File: src/rtl/core/bir_pkg.sv
// Shared types, constants and helper functions of the bicubic resampler.
// Used by every module under rtl/core; depends on nothing else.
package bir_pkg;

  localparam int DEF_MAX_WIDTH    = 128;
  localparam int DEF_MAX_HEIGHT   = 128;
  localparam int DEF_MAX_CHANNELS = 4;

  // Dividend width of the coordinate divider: a 17-bit magnitude in Q16.
  localparam int DIVW = 33;

  localparam logic [2:0] CFG_IN_WIDTH      = 3'd0;
  localparam logic [2:0] CFG_IN_HEIGHT     = 3'd1;
  localparam logic [2:0] CFG_OUT_WIDTH     = 3'd2;
  localparam logic [2:0] CFG_OUT_HEIGHT    = 3'd3;
  localparam logic [2:0] CFG_CHANNEL_COUNT = 3'd4;

  // Weight sequencer steps: five products and a final rounding step.
  localparam logic [2:0] WGT_FF     = 3'd0;
  localparam logic [2:0] WGT_UU     = 3'd1;
  localparam logic [2:0] WGT_FUU    = 3'd2;
  localparam logic [2:0] WGT_M1     = 3'd3;
  localparam logic [2:0] WGT_M2     = 3'd4;
  localparam logic [2:0] WGT_FINISH = 3'd5;

  // 9 * 2^16, the constant term of the cubic in Q16.
  localparam logic [19:0] CUBIC_K = 20'd589824;
  localparam logic signed [13:0] W_ONE = 14'sd2048;

  typedef struct packed {
    logic       req_type;
    logic [6:0] col;
    logic [6:0] row;
    logic [1:0] channel;
    logic [7:0] sample;
  } req_t;

  typedef struct packed {
    logic [7:0] pixel_out;
    logic [6:0] out_col;
    logic [6:0] out_row;
    logic [1:0] out_channel;
  } rsp_t;

  typedef enum logic [2:0] {
    ST_IDLE,
    ST_DIV_LOAD,
    ST_DIV_RUN,
    ST_DIV_FIX,
    ST_WGT,
    ST_TAPS,
    ST_FLUSH,
    ST_DONE
  } state_e;

  typedef struct packed {
    logic       accept;
    logic       div_load;
    logic       div_step;
    logic       div_fix;
    logic       wgt_step;
    logic [2:0] wgt_sel;
    logic       axis;
    logic       tap_rd;
    logic [3:0] tap_idx;
    logic       out_load;
  } cmd_t;

  typedef struct packed {
    logic cmp_ok;
    logic out_free;
  } sts_t;

  // Clamp a register value to 1..hi.
  function automatic logic [7:0] clamp8(logic [7:0] v, logic [7:0] hi);
    logic [7:0] r;
    if (v == 8'd0) r = 8'd1;
    else if (v > hi) r = hi;
    else r = v;
    return r;
  endfunction

  // Divide by 2^39 and round to nearest, ties to even.
  function automatic logic [14:0] rhe39(logic [53:0] m);
    logic [14:0] q;
    logic [38:0] r;
    logic [38:0] half;
    q    = m[53:39];
    r    = m[38:0];
    half = {1'b1, 38'b0};
    if (r > half || (r == half && q[0])) q = q + 15'd1;
    return q;
  endfunction

endpackage

File: src/rtl/core/bir_ctrl.sv
// Sequencer of the bicubic resampler: divider, weight and tap phases.
// Depends on bir_pkg; drives bir_datapath through cmd_t.
module bir_ctrl (
  input  logic             clk_i,
  input  logic             rst_ni,
  input  logic             in_valid_i,
  output logic             in_ready_o,
  input  bir_pkg::sts_t    sts_i,
  output bir_pkg::cmd_t    cmd_o
);

  bir_pkg::state_e state_q, state_d;
  logic [5:0]      cnt_q, cnt_d;
  logic            axis_q, axis_d;

  always_ff @(posedge clk_i or negedge rst_ni) begin
    if (!rst_ni) begin
      state_q <= bir_pkg::ST_IDLE;
      cnt_q   <= 6'd0;
      axis_q  <= 1'b0;
    end else begin
      state_q <= state_d;
      cnt_q   <= cnt_d;
      axis_q  <= axis_d;
    end
  end

  always_comb begin
    state_d = state_q;
    cnt_d   = cnt_q;
    axis_d  = axis_q;
    unique case (state_q)
      bir_pkg::ST_IDLE: begin
        if (in_valid_i && sts_i.cmp_ok) begin
          state_d = bir_pkg::ST_DIV_LOAD;
          axis_d  = 1'b0;
        end
      end
      bir_pkg::ST_DIV_LOAD: begin
        state_d = bir_pkg::ST_DIV_RUN;
        cnt_d   = 6'd0;
      end
      bir_pkg::ST_DIV_RUN: begin
        cnt_d = cnt_q + 6'd1;
        if (cnt_q == 6'(bir_pkg::DIVW - 1)) state_d = bir_pkg::ST_DIV_FIX;
      end
      bir_pkg::ST_DIV_FIX: begin
        state_d = bir_pkg::ST_WGT;
        cnt_d   = 6'd0;
      end
      bir_pkg::ST_WGT: begin
        cnt_d = cnt_q + 6'd1;
        if (cnt_q[2:0] == bir_pkg::WGT_FINISH) begin
          cnt_d = 6'd0;
          if (axis_q) begin
            state_d = bir_pkg::ST_TAPS;
          end else begin
            axis_d  = 1'b1;
            state_d = bir_pkg::ST_DIV_LOAD;
          end
        end
      end
      bir_pkg::ST_TAPS: begin
        cnt_d = cnt_q + 6'd1;
        if (cnt_q == 6'd15) begin
          state_d = bir_pkg::ST_FLUSH;
          cnt_d   = 6'd0;
        end
      end
      bir_pkg::ST_FLUSH: begin
        cnt_d = cnt_q + 6'd1;
        if (cnt_q == 6'd1) state_d = bir_pkg::ST_DONE;
      end
      bir_pkg::ST_DONE: begin
        if (sts_i.out_free) state_d = bir_pkg::ST_IDLE;
      end
      default: state_d = bir_pkg::ST_IDLE;
    endcase
  end

  always_comb begin
    in_ready_o       = 1'b0;
    cmd_o            = '0;
    cmd_o.axis       = axis_q;
    cmd_o.wgt_sel    = cnt_q[2:0];
    cmd_o.tap_idx    = cnt_q[3:0];
    unique case (state_q)
      bir_pkg::ST_IDLE: begin
        in_ready_o   = 1'b1;
        cmd_o.accept = in_valid_i;
      end
      bir_pkg::ST_DIV_LOAD: cmd_o.div_load = 1'b1;
      bir_pkg::ST_DIV_RUN:  cmd_o.div_step = 1'b1;
      bir_pkg::ST_DIV_FIX:  cmd_o.div_fix  = 1'b1;
      bir_pkg::ST_WGT:      cmd_o.wgt_step = 1'b1;
      bir_pkg::ST_TAPS:     cmd_o.tap_rd   = 1'b1;
      bir_pkg::ST_FLUSH:    cmd_o.tap_rd   = 1'b0;
      bir_pkg::ST_DONE:     cmd_o.out_load = sts_i.out_free;
      default:              cmd_o.tap_rd   = 1'b0;
    endcase
  end

endmodule

File: config.mk
export PLATFORM = sky130hd
export DESIGN_NAME = bir_ctrl
export DESIGN_NICKNAME = d
export VERILOG_FILES = /design/src/rtl/core/bir_pkg.sv /design/src/rtl/core/bir_ctrl.sv
export SDC_FILE = /design/constraint.sdc
export NUM_CORES = 1
export LEC_CHECK = 0
export BUFFER_PORTS_ARGS = -buffer_cell sky130_fd_sc_hd__buf_2
export CORE_MARGIN = 4
export CORE_UTILIZATION = 55
export CTS_CLUSTER_SIZE = 20
export DETAILED_ROUTE_END_ITERATION = 6
export PLACE_DENSITY = 0.82
export SLEW_MARGIN = 20
export SYNTH_ARGS = -nofsm -noshare
export SYNTH_HDL_FRONTEND = slang
export SYNTH_SLANG_ARGS = --single-unit
File: constraint.sdc
create_clock -name clk_i -period 2.6 [get_ports clk_i]
set_input_delay 0.26 -clock clk_i [delete_from_list [all_inputs] [get_ports clk_i]]
set_output_delay 0.26 -clock clk_i [all_outputs]
set_load 0.05 [all_outputs]
==> run_results.csv <==
group,metric,value,unit
die,die-width,46.8,um
timing,postLayoutSetupSlackWorst,0.628,ns
clocking,cts-buffers-inserted,3,
logic_synthesis,ys.flop_type,"dfrtp_1",
global_routing,track_usage,0.160,
power_and_ir_drop,total_leakage_power,0.421,nW
critical_path,r2r-end,"cnt_q[3]",
power_and_ir_drop,peakVddDrop,0.000228,V
clocking,number_of_sinks_on_the_clock_net,10,
global_routing,grt_pass1_wl,2.39,mm
timing,maxClockFrequency,507,MHz
critical_path,worstSetupPathType,"flop to primary output",
routing,detailedRoute.firstPassIterationCount,4,
placement,place_congestion,0.811,
critical_path,worstPathArrival,1.71,ns
critical_path,critical_path_peak_fanout,16,
flow_run,max_cap_violations,0,
hold_path,holdCritPathClass,"input pin to flop",
logic_synthesis,postSynth.asyncResetShare,1.00,
global_routing,globalRouteOverflowTotal,0,
critical_path,crit_end,"cmd_o[14]",
critical_path,required_time_reported_for_the_critical_path_endpoint,2.34,ns
logic_synthesis,synth_cell_type_count,36,
routing,drc_markers,0,
power_and_ir_drop,power.internal,0.000212,W
logic_synthesis,post_synthesis_sequential_area_ratio,0.303,
clocking,cts_root_buffer,"clkbuf_4",
power_and_ir_drop,netSwitchingFraction,0.196,
clocking,worst_setup_hold_path_clk_slew,0.06,ns
finish,n_antenna_cell,0,
power_and_ir_drop,sequentialPowerShare,0.589,
power_and_ir_drop,total_switching_power,0.0000518,W
power_and_ir_drop,post-layout-total-power,0.000264,W
logic_synthesis,netlist.area_leader.share,0.303,
finish,layout.filler_cells,121,
timing,period_needed,1.97,ns
timing,grt_setup_unrepaired,"no",
global_routing,grt_antenna_before_repair,0,
critical_path,r2r_start,"cnt_q[0]",
die,pin_count,21,
placement,placed_cell_area,847,sq um
timing,finalSetupTns,0,ns
routing,detailedRoute.firstIterationViolations,12,
logic_synthesis,avgSynthCellArea,9.09,sq um
die,die_height,46.8,um
logic_synthesis,synth_edf_count,0,
clocking,cts_repair_resized_insts,0,
timing,timing.final.crit_share,0.758,
finish,final_area,880,sq um
logic_synthesis,synth_most_common_cell,"nand2_1",
global_routing,first_global_vias,568,
die,design.die.area,2190,sq um
logic_synthesis,total_standard_cell_area_after_synthesis,827,sq um
critical_path,r2r.worst_path.cells,5,
global_routing,grt_start_max_net_pins,17,
die,floorplan.initialDensity,0.613,
power_and_ir_drop,power_frac_clock,0.379,
critical_path,crit_path_start_kind,"flop",
finish,final_layout_size_suffix_gt1_frac,0.382,
timing,final.setup_skew,0.00431,ns
finish,ff_latch_area,250,sq um
power_and_ir_drop,power_per_cell_area,300,nW/um^2
routing,route.antenna.remaining_nets,0,
status,outcome,"completed",
finish,design.final.nets,112,
finish,multiInputGateArea,455,sq um
clocking,max-clock-path-buffers,2,
routing,vias,659,
critical_path,reg2reg_slack,0.93,ns
logic_synthesis,synth_common_cells,"nand2_1, buf_4, dfrtp_1, inv_1, nor2_1",
timing,transition_at_the_pin_with_the_smallest_max_transition_slack,0.539,ns
placement,port_buffers,20,
routing,post_drt_wl_per_cell,13.2,um
placement,hpwlAfterDp,1.19,mm
clocking,post-cts-setup-buffer-count,0,
clocking,cts_hold_buffers,1,
hold_path,min-delay-start,"sts_i[0]",
logic_synthesis,syn_nets,99,
clocking,tritoncts_clock_tree,"built",
logic_synthesis,ys_seq_elements,10,
routing,viasPerCell,5.63,
timing,setup_viol_count_final,0,
logic_synthesis,netlist_top_cells_area,"dfrtp_1, buf_4, nand2_1",
clocking,clock_insertion_delay_worst_skew,0.26,ns
power_and_ir_drop,comb_power_share,0.031,
die,core_region_area,1350,sq um
finish,syn_to_final_growth,6.35,%
die,num_rows,13,
logic_synthesis,cells_after_synthesis,91,
routing,routed_wire_length,1.54,mm
critical_path,worst_setup_path_end_kind,"primary output",
logic_synthesis,ys_warn_count,0,
logic_synthesis,synth.largest_area_cell,"dfrtp_1",
clocking,cts.htree.levels,1,
critical_path,timing.critical_path.from,"state_q[2]",
placement,place_worst_setup_slack,0.909,ns
timing,max-slew-margin-rel,0.640,
timing,maxSlewViolCount,0,
timing,timing.final.hold_violations,0,
[stage by stage]
stage	std cells	hold slack (ns)	utilization
after CTS	117	0.202	0.652
after floorplan	91	-0.0356	-
final	117	0.213	0.652
after global routing	117	0.207	0.652
after global placement	113	0.133	0.627
after detailed placement	113	0.136	0.627
[final cells by class]
| class | count | area share |
|---|---|---|
| flip-flops and latches | 10 | 0.284 |
| inverters | 6 | 0.0256 |
| repair buffers | 21 | 0.125 |
| clock buffers | 3 | 0.0256 |
| well taps | 15 | 0.0213 |
| multi-input cells | 62 | 0.518 |
[cell families after synthesis]
logic type	count (synthesis)	synth area share
adder cells (fa/ha/maj)	3	0.0454
XOR/XNOR	2	0.0212
AO/OA/AOI/OAI	17	0.169
flip-flops	10	0.303
AND/OR/NAND/NOR	39	0.303
multiplexers	1	0.0121
buffers and inverters	19	0.147
[metal layers]
metal / track usage / vias up / wire length [um] / part of all wire
met5: 0 / - / 0 / 0
met4: 0.0497 / 0 / 12 / 0.0078
met3: 0.0843 / 2 / 112 / 0.073
met2: 0.238 / 22 / 751 / 0.49
met1: 0.200 / 303 / 667 / 0.43
li1: - / 332 / - / -
[registers in the layout (all words and copies together), names as in the netlist]
register / count
cnt_q: 6
state_q: 3
axis_q: 1
[worst max-delay path, cell delays in order, from the launching register on]
cell and delay (ns):
dfrtp_1 0.57, or3_4 0.44, inv_2 0.07, and2_1 0.11, buf_2 0.25
[power groups by stage]
stage,logic (W),clock network [W],registers (W)
finish,0.00000820,0.000100,0.000156
global route,0.00000920,0.000114,0.000155
CTS,0.00000851,0.000106,0.000156
detailed placement,0.00000737,0,0.000158
global placement,0.00000707,0,0.000158
floorplan,0.000000911,0,0.000159
[placed cells by master, fill, tap and decap left out, types with 2 or more instances in the layout]
cell type  instances
nor3_2             2
nor3b_1            3
nand3_1            4
o21ai_0            2
a311oi_1           2
nand2_1           12
nor2_1             5
o22ai_1            2
a21oi_1            3
inv_1              5
buf_2             20
ha_1               3
xor2_1             2
dfrtp_1           10
o21ai_2            4
clkbuf_4           3
[worst min path at each step]
stage,slack (ns),end,depth (start not counted)
6_report,0.21,state_q[0],2
5_1_grt,0.21,state_q[0],2
4_1_cts,0.20,state_q[0],2
3_5_place_dp,0.14,cnt_q[0],1
3_3_place_gp,0.13,cnt_q[4],1
2_1_floorplan,-0.04,axis_q,0
No activity file was read; power rests on OpenSTA's default activity.
